$ cat src/sv/mrsp_pkg.sv
`timescale 1ns / 1ps
`default_nettype none

package mrsp_pkg;

    // Result kinds as carried on the kind port
    typedef enum logic [1:0] {
        KIND_MESSAGE     = 2'd0,
        KIND_SYSEX_BYTE  = 2'd1,
        KIND_SYSEX_START = 2'd2
    } kind_t;

    // Status codes with special handling
    localparam logic [7:0] ST_SYSEX_START = 8'hF0;
    localparam logic [7:0] ST_SYSEX_END   = 8'hF7;
    localparam logic [7:0] ST_REALTIME    = 8'hF8;
    localparam logic [7:0] ST_SYSTEM      = 8'hF0;
    localparam logic [7:0] ST_CHANNEL     = 8'h80;

    // Parser state carried from item to item
    typedef struct packed {
        logic [7:0] running_status;
        logic [6:0] first_data;
        logic [6:0] second_data;
        logic [1:0] bytes_left;
        logic       in_sysex;
    } parse_state_t;

    // One result, with its presence flag
    typedef struct packed {
        logic       valid;
        kind_t      kind;
        logic [7:0] msg_status;
        logic [6:0] msg_data1;
        logic [6:0] msg_data2;
        logic [6:0] sysex_byte;
    } parse_result_t;

    // Total bytes of a message, status included, from its status byte
    function automatic logic [1:0] msg_length(input logic [7:0] status);
        logic [1:0] len;
        begin
            len = 2'd1;
            if (status < ST_SYSTEM) begin
                case (status[7:4])
                    4'hC, 4'hD: len = 2'd2;
                    default:    len = 2'd3;
                endcase
            end
            else begin
                case (status)
                    8'hF2:        len = 2'd3;
                    8'hF1, 8'hF3: len = 2'd2;
                    default:      len = 2'd1;
                endcase
            end
            return len;
        end
    endfunction

endpackage

`default_nettype wire

$ cat src/sv/mrsp_step.sv
`timescale 1ns / 1ps
`default_nettype none

module mrsp_step
    import mrsp_pkg::*;
(
    input  wire  parse_state_t  cur,
    input  wire  logic [7:0]    rx_byte,
    output parse_state_t        nxt,
    output parse_result_t       res
);

    logic [1:0] len;
    logic [1:0] pos;
    logic [1:0] left;

    always_comb
    begin
        nxt  = cur;
        res  = '0;
        len  = msg_length(cur.running_status);
        pos  = 2'd0;
        left = cur.bytes_left;

        if (rx_byte[7]) begin
            // Status byte
            if (rx_byte >= ST_REALTIME) begin
                // Real-time: emit at once, leave state alone
                res.valid      = 1'b1;
                res.kind       = KIND_MESSAGE;
                res.msg_status = rx_byte;
                res.msg_data1  = cur.first_data;
                res.msg_data2  = cur.second_data;
            end
            else begin
                nxt.running_status = rx_byte;
                if (rx_byte == ST_SYSEX_START) begin
                    nxt.in_sysex   = 1'b1;
                    nxt.bytes_left = 2'd0;
                    res.valid      = 1'b1;
                    res.kind       = KIND_SYSEX_START;
                end
                else begin
                    nxt.in_sysex = 1'b0;
                    if (rx_byte == ST_SYSEX_END) begin
                        nxt.bytes_left = 2'd0;
                    end
                    else begin
                        nxt.bytes_left = msg_length(rx_byte) - 2'd1;
                        if (msg_length(rx_byte) == 2'd1) begin
                            res.valid      = 1'b1;
                            res.kind       = KIND_MESSAGE;
                            res.msg_status = rx_byte;
                            res.msg_data1  = cur.first_data;
                            res.msg_data2  = cur.second_data;
                        end
                    end
                end
            end
        end
        else if (cur.in_sysex) begin
            // Pass sysex data through
            res.valid      = 1'b1;
            res.kind       = KIND_SYSEX_BYTE;
            res.sysex_byte = rx_byte[6:0];
        end
        else if (cur.bytes_left != 2'd0 ||
                 (cur.running_status >= ST_CHANNEL && cur.running_status < ST_SYSTEM)) begin
            // Data byte: start a running-status message or continue one
            if (cur.bytes_left == 2'd0) begin
                pos  = 2'd1;
                left = len - 2'd1;
            end
            else begin
                pos = (cur.bytes_left <= len) ? len - cur.bytes_left : 2'd0;
            end
            if (pos == 2'd1) begin
                nxt.first_data = rx_byte[6:0];
            end
            else if (pos == 2'd2) begin
                nxt.second_data = rx_byte[6:0];
            end
            nxt.bytes_left = left - 2'd1;
            if (nxt.bytes_left == 2'd0) begin
                res.valid      = 1'b1;
                res.kind       = KIND_MESSAGE;
                res.msg_status = cur.running_status;
                res.msg_data1  = nxt.first_data;
                res.msg_data2  = nxt.second_data;
            end
        end
        // Otherwise drop a data byte with no usable running status
    end

endmodule

`default_nettype wire

$ cat src/sv/mrsp_state_reg.sv
`timescale 1ns / 1ps
`default_nettype none

module mrsp_state_reg
    import mrsp_pkg::*;
(
    input  wire  logic         clk,
    input  wire  logic         rst_n,
    input  wire  logic         advance,
    input  wire  parse_state_t state_next,
    output parse_state_t       state_q
);

    parse_state_t state_reg;

    // Update the parser state once per processed item
    always_ff @(posedge clk or negedge rst_n)
    begin
        if (!rst_n) begin
            state_reg <= '0;
        end
        else if (advance) begin
            state_reg <= state_next;
        end
    end

    assign state_q = state_reg;

endmodule

`default_nettype wire

$ cat src/sv/midi_running_status_parser.sv
`timescale 1ns / 1ps
`default_nettype none

// MIDI byte-stream parser with running status.
// Input channel: rx_byte with in_valid / in_stall; one received byte per item.
// Output channel: kind, msg_status, msg_data1, msg_data2, sysex_byte with
// out_valid / out_stall; each input item gives zero or one result item.
// kind 0 is a complete channel, system common or real-time message, kind 1
// a data byte inside system exclusive, kind 2 the start of system exclusive.
// An accepted byte is held in the input register, decoded from there, and its
// result is loaded into the output register once that register is free.
// Throughput: one byte per cycle unless the receiver stalls, set by the single
// decode step between input and output register, which also updates the state.
// Reset clears the running status, data bytes, byte count and sysex flag,
// and empties both registers.
// When the receiver stalls, the result holds on the output ports; one more
// byte is taken into the input register, and in_stall is high while it waits.
module midi_running_status_parser
    import mrsp_pkg::*;
(
    input  wire  logic       clk,
    input  wire  logic       rst_n,
    input  wire  logic       in_valid,
    output logic             in_stall,
    input  wire  logic [7:0] rx_byte,
    output logic             out_valid,
    input  wire  logic       out_stall,
    output logic [1:0]       kind,
    output logic [7:0]       msg_status,
    output logic [6:0]       msg_data1,
    output logic [6:0]       msg_data2,
    output logic [6:0]       sysex_byte
);

    logic          in_valid_reg;
    logic [7:0]    in_byte_reg;
    logic          out_valid_reg;
    parse_result_t out_reg;
    logic          out_free;
    logic          advance;
    parse_state_t  state_q;
    parse_state_t  state_next;
    parse_result_t res;

    assign out_free = !out_valid_reg || !out_stall;
    assign advance  = in_valid_reg && out_free;
    assign in_stall = in_valid_reg && !out_free;

    // Input register: load a new item when empty or when the held one moves on
    always_ff @(posedge clk or negedge rst_n)
    begin
        if (!rst_n) begin
            in_valid_reg <= 1'b0;
        end
        else if (!in_stall) begin
            in_valid_reg <= in_valid;
        end
    end

    always_ff @(posedge clk)
    begin
        if (!in_stall && in_valid) begin
            in_byte_reg <= rx_byte;
        end
    end

    mrsp_step u_step (
        .cur     (state_q),
        .rx_byte (in_byte_reg),
        .nxt     (state_next),
        .res     (res)
    );

    mrsp_state_reg u_state (
        .clk        (clk),
        .rst_n      (rst_n),
        .advance    (advance),
        .state_next (state_next),
        .state_q    (state_q)
    );

    // Output register: refill when empty or taken
    always_ff @(posedge clk or negedge rst_n)
    begin
        if (!rst_n) begin
            out_valid_reg <= 1'b0;
        end
        else if (out_free) begin
            out_valid_reg <= advance && res.valid;
        end
    end

    always_ff @(posedge clk)
    begin
        if (out_free && advance && res.valid) begin
            out_reg <= res;
        end
    end

    assign out_valid  = out_valid_reg;
    assign kind       = out_reg.kind;
    assign msg_status = out_reg.msg_status;
    assign msg_data1  = out_reg.msg_data1;
    assign msg_data2  = out_reg.msg_data2;
    assign sysex_byte = out_reg.sysex_byte;

endmodule

`default_nettype wire

$ cat config.mk
export PLATFORM = sky130hd
export DESIGN_NAME = midi_running_status_parser
export DESIGN_NICKNAME = d
export VERILOG_FILES = /design/src/sv/mrsp_pkg.sv /design/src/sv/mrsp_step.sv /design/src/sv/mrsp_state_reg.sv /design/src/sv/midi_running_status_parser.sv
export SDC_FILE = /design/constraint.sdc
export NUM_CORES = 1
export LEC_CHECK = 0
export BUFFER_PORTS_ARGS = -buffer_cell sky130_fd_sc_hd__buf_2
export CORE_MARGIN = 8
export CORE_UTILIZATION = 50
export CTS_BUF_LIST = sky130_fd_sc_hd__clkbuf_2 sky130_fd_sc_hd__clkbuf_4 sky130_fd_sc_hd__clkbuf_8
export CTS_CLUSTER_SIZE = 10
export DETAILED_ROUTE_END_ITERATION = 10
export PLACE_DENSITY = 0.71
export SYNTH_ARGS = -nofsm -noshare
export SYNTH_HDL_FRONTEND = slang
export SYNTH_SLANG_ARGS = --single-unit
$ cat constraint.sdc
create_clock -name clk -period 9.03 [get_ports clk]
set_clock_uncertainty 0.2 [all_clocks]
set_input_delay 2.709 -clock clk [delete_from_list [all_inputs] [get_ports clk]]
set_output_delay 2.709 -clock clk [all_outputs]
set_load 0.02 [all_outputs]
======== After elaboration in Yosys (flattened, before gate mapping) ========
Cells that the tools add are included.
storage, ports and cells
  flip-flop bits (word level) ............. 66
  output and inout port bits .............. 33
  word-level logic and storage cells ...... 105
cells by class
  $add $sub $neg .......................... 4
  order comparisons ....................... 5
  equality and inequality tests ........... 17
  mux-type cells .......................... 38
  bitwise operators ....................... 3
  reductions and logical operators ........ 25
operators with widths
  cell                                                                 number
  25-bit 2-to-1 mux                                                    6
  8-bit == test (second input constant)                                8
  22-bit 2-to-1 mux                                                    2
  2-bit 2-to-1 mux                                                     19
  7-bit 2-to-1 mux                                                     3
  4-bit == test (second input constant)                                4
  8-bit >= comparator (second input constant)                          2
  8-bit < comparator (second input constant)                           2
  3-bit 2-to-1 mux                                                     4
  2-bit OR reduction                                                   5
  2-bit case mux with 2 select lines                                   2
  4-bit AND reduction                                                  2
  1-bit logical AND                                                    7
  2-bit by 1-bit subtractor with 2-bit output (second input constant)  3
  2-bit by 1-bit == test with 1-bit output (second input constant)     2
  1-bit logical NOT                                                    4
  2-bit logical NOT                                                    2
  2-bit != test (second input constant)                                2
  2-bit nonzero test                                                   2
  1-bit inverter                                                       3
  3-bit AND reduction                                                  1
  2-bit == test (second input constant)                                1
  2-bit <= comparator                                                  1
  1-bit logical OR                                                     2
  2 further kinds                                                      3

======== Depth between registers and ports, before layout ========
Gate-level depths: netlist of the first run.
  depth after elaboration ................. 18
  mapped depth ............................ 11
  mapped depth without buffers ............ 9

======== Hierarchy ========
A second synthesis of the first run with hierarchy kept.
second synthesis, totals
  cells, all modules ...................... 245
  area, all modules ....................... 3399.5 µm²
by module, submodules not included
  module                      times used  cells each  area each (µm²)  sequential area each (µm²)
  midi_running_status_parser  1           50          1270.0           1221.2
  mrsp_step                   1           142         1096.1           0.0
  mrsp_state_reg              1           53          1033.5           625.6

======== Worst setup path before layout of the first run ========
OpenSTA, ideal clock, no wires.
  kind .................................... input port to output port
  start point ............................. input port out_stall
  end point ............................... output port in_stall
  arrival ................................. 2.960 ns
  data required time ...................... 6.121 ns
  slack ................................... 3.161 ns
  stages .................................. 2
  path buffers ............................ 0
  path through ............................ nand3_1 > inv_1
on the way
  cells in the longest elaborated chain, start to end .. 4
ends and longest elaborated chain
  what               line                              text
  from (decl)        midi_running_status_parser.sv:27  input wire logic out_stall,
  1-bit logical NOT  midi_running_status_parser.sv:45  assign out_free = !out_valid_reg || !out_stall;
  1-bit logical OR   midi_running_status_parser.sv:45
  1-bit logical NOT  midi_running_status_parser.sv:47  assign in_stall = in_valid_reg && !out_free;
  1-bit logical AND  midi_running_status_parser.sv:47
  to (decl)          midi_running_status_parser.sv:24  output logic in_stall,
No other way between the ends.

======== Worst setup path in the final report of the first run ========
Same ends and word-level chain as after synthesis.

==> results of run 1 <==
-- Yosys cell counts, types with 4 or more instances --
cell,number,area share (%)
a21oi_1,4,0.66
a22o_1,7,2.0
a32o_1,8,2.6
and2_1,10,2.1
and3_1,4,0.82
buf_2,9,1.5
dfrtp_1,27,22
edfxtp_1,39,38
ha_1,4,1.6
inv_1,8,0.98
mux2_2,20,7.4
nand2_1,13,1.6
nand3_1,19,3.1
nand4_1,8,1.6
o21ai_0,5,0.82
-- through the flow --
step | hold WS, ns | total power [mW] | worst slack (ns) | cells
6_report | 0.319 | 0.857 | 3.00 | 352
5_1_grt | 0.335 | 0.904 | 2.95 | 352
4_1_cts | 0.312 | 0.863 | 2.99 | 352
3_3_place_gp | 0.290 | 0.652 | 3.00 | 336
3_5_place_dp | 0.297 | 0.659 | 2.99 | 336
2_1_floorplan | 0.281 | 0.609 | 3.16 | 231
-- metal layers --
metal  vias to the layer above  wire length, microns  part of all wire (%)
met5                         -                     0                     0
met4                         0                   138                   2.3
met3                        15                   522                   8.8
met2                        82                  2770                    47
met1                       983                  2520                    42
li1                        953                     -                     -
-- worst max-delay path, cell delays in order --
cell     delay [ns]
buf_2          0.10
nand3_1        0.10
inv_1          0.06
buf_2          0.15
-- cell usage in the layout, fill, tap and decap left out, types with 4 or more instances in the layout --
cell | netlist | routed
ha_1 | 4 | 4
nand3_1 | 19 | 19
nand4_1 | 8 | 8
a21oi_1 | 4 | 4
clkbuf_8 | 0 | 9
edfxtp_1 | 39 | 39
buf_2 | 9 | 44
inv_1 | 8 | 8
a32o_1 | 8 | 8
and2_1 | 10 | 10
mux2_2 | 20 | 20
a22o_1 | 7 | 7
and3_1 | 4 | 4
dfrtp_1 | 27 | 27
o21ai_0 | 5 | 5
clkinv_2 | 0 | 5
nand2_1 | 13 | 13
-- layout make-up --
type | count | area (sq um) | share of cell area (%)
flip-flops and latches | 66 | 1850 | 53.6
clock buffers | 9 | 124 | 3.60
repair buffers | 45 | 228 | 6.61
multi-input cells | 142 | 1080 | 31.5
well taps | 75 | 93.8 | 2.73
clock inverters | 7 | 36.3 | 1.05
inverters | 8 | 30.0 | 0.872
-- how the worst min path moves through the flow --
stage | from | to | slack [ns] | cells past startpoint
floorplan | u_state.state_q[10]$_DFFE_PN0P_ | u_state.state_q[10]$_DFFE_PN0P_ | 0.28 | 1
global placement | u_state.state_q[13]$_DFFE_PN0P_ | u_state.state_q[13]$_DFFE_PN0P_ | 0.29 | 1
detailed placement | u_state.state_q[13]$_DFFE_PN0P_ | u_state.state_q[13]$_DFFE_PN0P_ | 0.30 | 1
CTS | u_state.state_q[13]$_DFFE_PN0P_ | u_state.state_q[13]$_DFFE_PN0P_ | 0.31 | 1
global route | u_state.state_q[12]$_DFFE_PN0P_ | u_state.state_q[12]$_DFFE_PN0P_ | 0.33 | 1
finish | u_state.state_q[16]$_DFFE_PN0P_ | u_state.state_q[16]$_DFFE_PN0P_ | 0.32 | 1
-- where the power goes --
part,internal [mW],leakage [nW],switching (mW)
Combinational,0.103,0.637,0.119
Sequential,0.386,0.695,0.0473
Clock,0.0958,0.0860,0.106
Total,0.585,1.42,0.272
-- logic make-up after synthesis --
logic type	after synthesis
adder cells (fa/ha/maj)	5
AND/OR/NAND/NOR	75
AO/OA/AOI/OAI	40
flip-flops	66
buffers and inverters	23
multiplexers	22
==> results.md, run 1 <==
- Max-slew violations: 0
- Die X: approximately 94 microns
- Gr usage total: 14.4%
- Startpoint types: primary input
- Xor and xnor fraction of the mapped netlist area: 0%
- PortBufs: 44
- I/O Pins: 45
- CTS Hold Bufs: 0
- GRT met3 Usage: ~3.7%
- Inserted Clock Buffers: 9
- Reg2reg start: u_state.state_q[17]$_DFFE_PN0P_
- Vias in the first global route: ~2,000
- CP Class: in -> out
- Initial antenna violation count: 0
- Die height: roughly 94 microns
- Ys Warns: 0
- WP data required: 6.12 ns
- Post-Synth Adder-Cell Area: 2.30%
- Post-synthesis mux area share: approximately 8%
- Met2 Usage GRT: 20.8%
- Worst-path clk slew: 0.07 ns
- Mean area per synthesized cell: about 13 sq um
- Core area: ~6000 sq um
- Highest clock rate: 0.166 GHz
- Clk buf depth: 2
- Wire per inst: around 17 microns
- Clock latency on the worst-skew pair: about 0.34 ns
- Placed instance area: between 3000 and 4000 sq um
- RSZ-0062 raised after global routing: false
- Min Tclk post-route: a little over 6 ns
- FILL cells: 510
- Design area: around 3400 sq um
- GR Overflow Total: 0
- Net Count, Synth: roughly 250
- GPL Wtd Cong: slightly above 0.8
- Critical path peak fanout: 3
- Starting density of the core: 51.5%
- Post-route ant nets: 0
- Pin count of the biggest net entering global routing: 32
- Largest family of logic cells by synthesized area: simple AND/OR/NAND/NOR gates
- Run status: finished, final reports clean
- Layer with the highest usage: met2
- Router iterations before antenna repair: 4
- Resize count post-CTS: 0
- Post-DP HPWL: 4010 microns
- Hold Vio Cnt, Final: 0
- Leakage: approximately 1.4 nW
- Async SR Flop Fraction: roughly two fifths
- CTS Sinks: 66
- Synthesis-to-finish area growth: 12.8%
- Max FFs per register: 25
- Flop2flop setup slack: 5.77 ns
- Mapped Area: 3050 sq um
- DIE AREA: around 9000 sq um
- Slew @ Worst Pin: between 0.9 and 1 ns
- Period utilization: between 60% and 70%
- Critical Path Start: out_stall
- Max_slew headroom: about a third
- Synth Area in Simple Gates: ~14%
- Htree depth: 3
- Total wire length: ~6000 microns
- TritonCTS clock tree: built
- DR vias/cell: 5.78
- Crit path capture: in_stall
- FF-to-FF path depth: 7
- Root Buffer: clkbuf_8
- Syn Inst Count: between 200 and 250
- Synth Area in Compound Gates: a little over a tenth
- Post-synthesis cell type count: 46
- Hold/Removal Path Class: reg -> reg
- CP endpoint kind: primary output
- Post-Route Setup TNS: 0 ns
- # Max-Cap Violations: 0
- Register bit total from synthesis: 66
- Peak VDD IR: around 0.14 mV
- Final setup violation count: 0
- Core Rows: 28
- DRC: 0
- First DRT Iteration DRCs: 100
- Nets: 289
- EDFF count, synth: 39
- First-pass GRT wire length: 9710 microns
- Final core occ: between 50 and 60%
- Main synth FF type: edfxtp_1
- ANT cells: 0
- Post-CTS Setup Repair Bufs: 0
- GRT met1 Usage: between 10% and 20%
- Critical path arrival: 3.13 ns
- Layout cells sized above 1: 33.2%
- Via count: roughly 2,000
- PwrDens: approximately 250 nW/um^2
- Sequential area share after synthesis: between 60% and 70%
- RR Endpoint: u_state.state_q[13]$_DFFE_PN0P_
No activity file was read; power rests on OpenSTA's default activity.
==> run 2, diff against run 1 <==
- ABC_AREA: unset -> 1
- clock period: 9.03 -> 5.9 ns (I/O delays scaled with it)
==> run 2 against run 1 <==
Clock power grew 130%. Clock-buffer cell count grew 1. Routed wire length grew 19%. Total power grew 76%. Combinational power grew 80%. Hold slack gained 0.020 ns. Setup slack lost 1.3 ns. First-iteration DRC count grew 120%. Sequential share of layout area shrank 4.4 points. Largest power group unchanged.
==> results.md, run 2 <==
- Run status: finished, final reports clean
- Clock latency on the worst-skew pair: 0.35 ns (about the same)
- Post-route ant nets: 0 (unchanged)
- Net Count, Synth: 376 (+52%)
- Main synth FF type: edfxtp_1
- Via count: 2,512 (+24%)
- Hold Vio Cnt, Final: 0 (unchanged)
- Root Buffer: clkbuf_8
- Crit-path cells: buf_2 -> nand2_1 -> nor2_1 -> buf_2
- CTS Sinks: 66 (unchanged)
- Critical path arrival: 2.23 ns (-0.90 ns)
- Core area: 6350 sq um (+7.2%)
- DR vias/cell: 5.20 (-10%)
- Yosys top cell area share: 35.6% (-2.8 points)
- Synthesis-to-finish area growth: 14.0%
- Most frequent cells in the layout: nand2_1, buf_2, inv_1, edfxtp_1, nand3_1
- Combined buffer and inverter count along the critical path: 2 (-1)
- RR Endpoint: msg_status[6]$_DFFE_PP_
- Hold EP: u_state.state_q[20]$_DFFE_PN0P_
- Mapped Area: 3290 sq um (+7.8%)
- Mean area per synthesized cell: 9.17 sq um (-31%)
- Total wire length: 7080 microns (+19%)
- Async SR Flop Fraction: 40.9% (unchanged)
- Max-slew violations: 0 (unchanged)
- GPL Wtd Cong: 0.892 (+11%)
- Most common cell in the netlist: nand2_1
- Ys Warns: 0 (unchanged)
- Vias in the first global route: 2,480 (+27%)
- Slew @ Worst Pin: 1.30 ns (+0.315 ns)
- First DRT Iteration DRCs: 222 (+120%)
- Htree depth: 3 (unchanged)
- # Max-Cap Violations: 0 (unchanged)
- ANT cells: 0 (unchanged)
- Startpoint types: primary input
- Core Rows: 29 (+3.6%)
- CP Class: in -> out
- Reg2reg start: in_byte_reg[7]$_DFFE_PP_
- Gr usage total: 15.7% (+1.3 points)
- PwrDens: 402 nW/um^2 (+61%)
- Initial antenna violation count: 0 (unchanged)
- RSZ-0062 raised after global routing: false
- Top delay family on crit path: buffers and inverters
- Syn Inst Count: 359 (+55%)
- FF-to-FF path depth: 11 (+4)
- Inserted Clock Buffers: 9 (unchanged)
- Highest clock rate: about 0.24 GHz
- GR Overflow Total: 0 (unchanged)
- Pin count of the biggest net entering global routing: 32 (unchanged)
- I/O Pins: 45 (unchanged)
- Worst-path clk slew: 0.07 ns (about the same)
- Post-Route Setup TNS: 0 ns (unchanged)
- First-pass GRT wire length: 11,900 microns (+23%)
- Cells after DPL: 467 (+39%)
- Commonest non-fill, non-tap cell in the layout: nand2_1
- Critical path peak fanout: 2 (-1)
- Die X: 97.1 microns (+3.2%)
- CP endpoint kind: primary output
- Placement Setup Slack: 1.68 ns (-1.30 ns)
- Most common cell type on the critical path: buf_2
- Min Tclk post-route: 4.20 ns
- Period utilization: ~70%
- Hold WS: 0.338 ns (+0.0199 ns)
- Critical hold path startpoint: u_state.state_q[20]$_DFFE_PN0P_
- Worst setup margin: 1.70 ns (-1.30 ns)
- Area leader, netlist: edfxtp_1
- Layout cells sized above 1: 21.7% (-12 points)
- Leakage: 1.77 nW (+25%)
- Hold Crit Depth: 2 (+1)
- Post-CTS Setup Repair Bufs: 0 (unchanged)
- Flop2flop setup slack: 2.85 ns (-2.92 ns)
- Hold/Removal Path Class: reg -> reg
- CTS Hold Bufs: 0 (unchanged)
- Die height: 97.1 microns (+3.2%)
- Post-DP HPWL: 4700 microns (+17%)
- Finished Layout Cells: 483 (+37%)
- Resize count post-CTS: 0 (unchanged)
- Router iterations before antenna repair: 4 (unchanged)
- Starting density of the core: 51.8% (+0.28 points)
- DIE AREA: 9430 sq um (+6.5%)
- Clk buf depth: 2 (unchanged)
- Final core occ: 59.1% (+0.90 points)
- WP data required: 3.93 ns (-2.19 ns)
- Register bit total from synthesis: 66 (unchanged)
- Sequential area share after synthesis: 56.1% (-4.4 points)
- PortBufs: 44 (unchanged)
- Nets: 418 (+45%)
- Wire per inst: 14.7 microns (-13%)
- Post-synth top cells: nand2_1, edfxtp_1, inv_1
- Top cells by area, synth: edfxtp_1, dfrtp_1, nand2_1
- DRC: 0 (unchanged)
- Final setup violation count: 0 (unchanged)
- Peak VDD IR: 0.225 mV (+61%)
- CP max stage cell: buf_2
- Post-synthesis cell type count: 28 (-39%)
- TritonCTS clock tree: built
- Max FFs per register: 25 (unchanged)
- Max_slew headroom: 13.1% (-21 points)
- EDFF count, synth: 39 (unchanged)
- Slowest stage delay, CP: 0.18 ns (+0.03 ns)
==> run 2: changes by cell type after synthesis, sizes merged, moves of 4 or more <==
cell,delta
nand3,+19
inv,+31
and3,-4
nand4,-7
mux2,-20
o21ai,+27
and2,-10
nand2,+117
a32o,-8
a22o,-7
nor2,+18
==> run 2: logic make-up (layout without fill, tap and decap cells) <==
logic type | count (synthesis) | in the layout | share of synthesized area, %
AND/OR/NAND/NOR | 196 | 196 | 26.7
flip-flops | 66 | 66 | 56.1
buffers and inverters | 53 | 100 | 7.68
AO/OA/AOI/OAI | 39 | 39 | 7.38
adder cells (fa/ha/maj) | 5 | 5 | 2.13
==> run 2: worst reg2reg max path: cells and delay by family (launching register included) <==
family | cells | cell delay, ns
and+or+nand+nor | 6 | 0.50
DFF | 1 | 0.36
AOI/OAI and AO/OA | 1 | 0.09
buffers and inverters | 3 | 1.32
adders and majority gates | 1 | 0.18
==> run 2: worst max path at each step <==
| stage | from | slack, ns | to | depth (start not counted) |
|---|---|---|---|---|
| final | out_stall | 1.70 | in_stall | 4 |
| after global routing | out_stall | 1.63 | in_stall | 4 |
| after CTS | out_stall | 1.68 | in_stall | 4 |
| after detailed placement | out_stall | 1.68 | in_stall | 4 |
| after global placement | out_stall | 1.69 | in_stall | 4 |
| after floorplan | out_stall | 1.78 | in_stall | 2 |
==> run 2: per-layer routing <==
| layer | routed length, microns | vias up | GRT usage, % | share of wire, % |
|---|---|---|---|---|
| met5 | 0 | - | 0 | 0 |
| li1 | - | 1237 | - | - |
| met3 | 632 | 22 | 5.26 | 8.9 |
| met2 | 3340 | 95 | 24.1 | 47 |
| met1 | 2900 | 1158 | 18.7 | 41 |
| met4 | 213 | 0 | 9.23 | 3.0 |
==> run 2: through the flow <==
step                      power, mW  instance area [sq um]
after floorplan               0.963                   3290
after CTS                      1.52                   3750
final                          1.51                   3750
after detailed placement       1.05                   3510
after global placement         1.04                   3510
after global routing           1.60                   3750
==> run 2: cell type report <==
class / count / area, sq um
fill: 538 / 2600
multi-input combinational: 240 / 1190
timing repair buffer: 45 / 228
inverter: 39 / 146
clock buffer: 10 / 138
clock inverter: 6 / 104
tap: 77 / 96.3
sequential: 66 / 1850
==> run 2: report_power, final <==
part	internal [mW]	switching, mW	total (mW)
logic	0.124	0.275	0.399
clock network	0.289	0.171	0.460
registers	0.583	0.0651	0.648
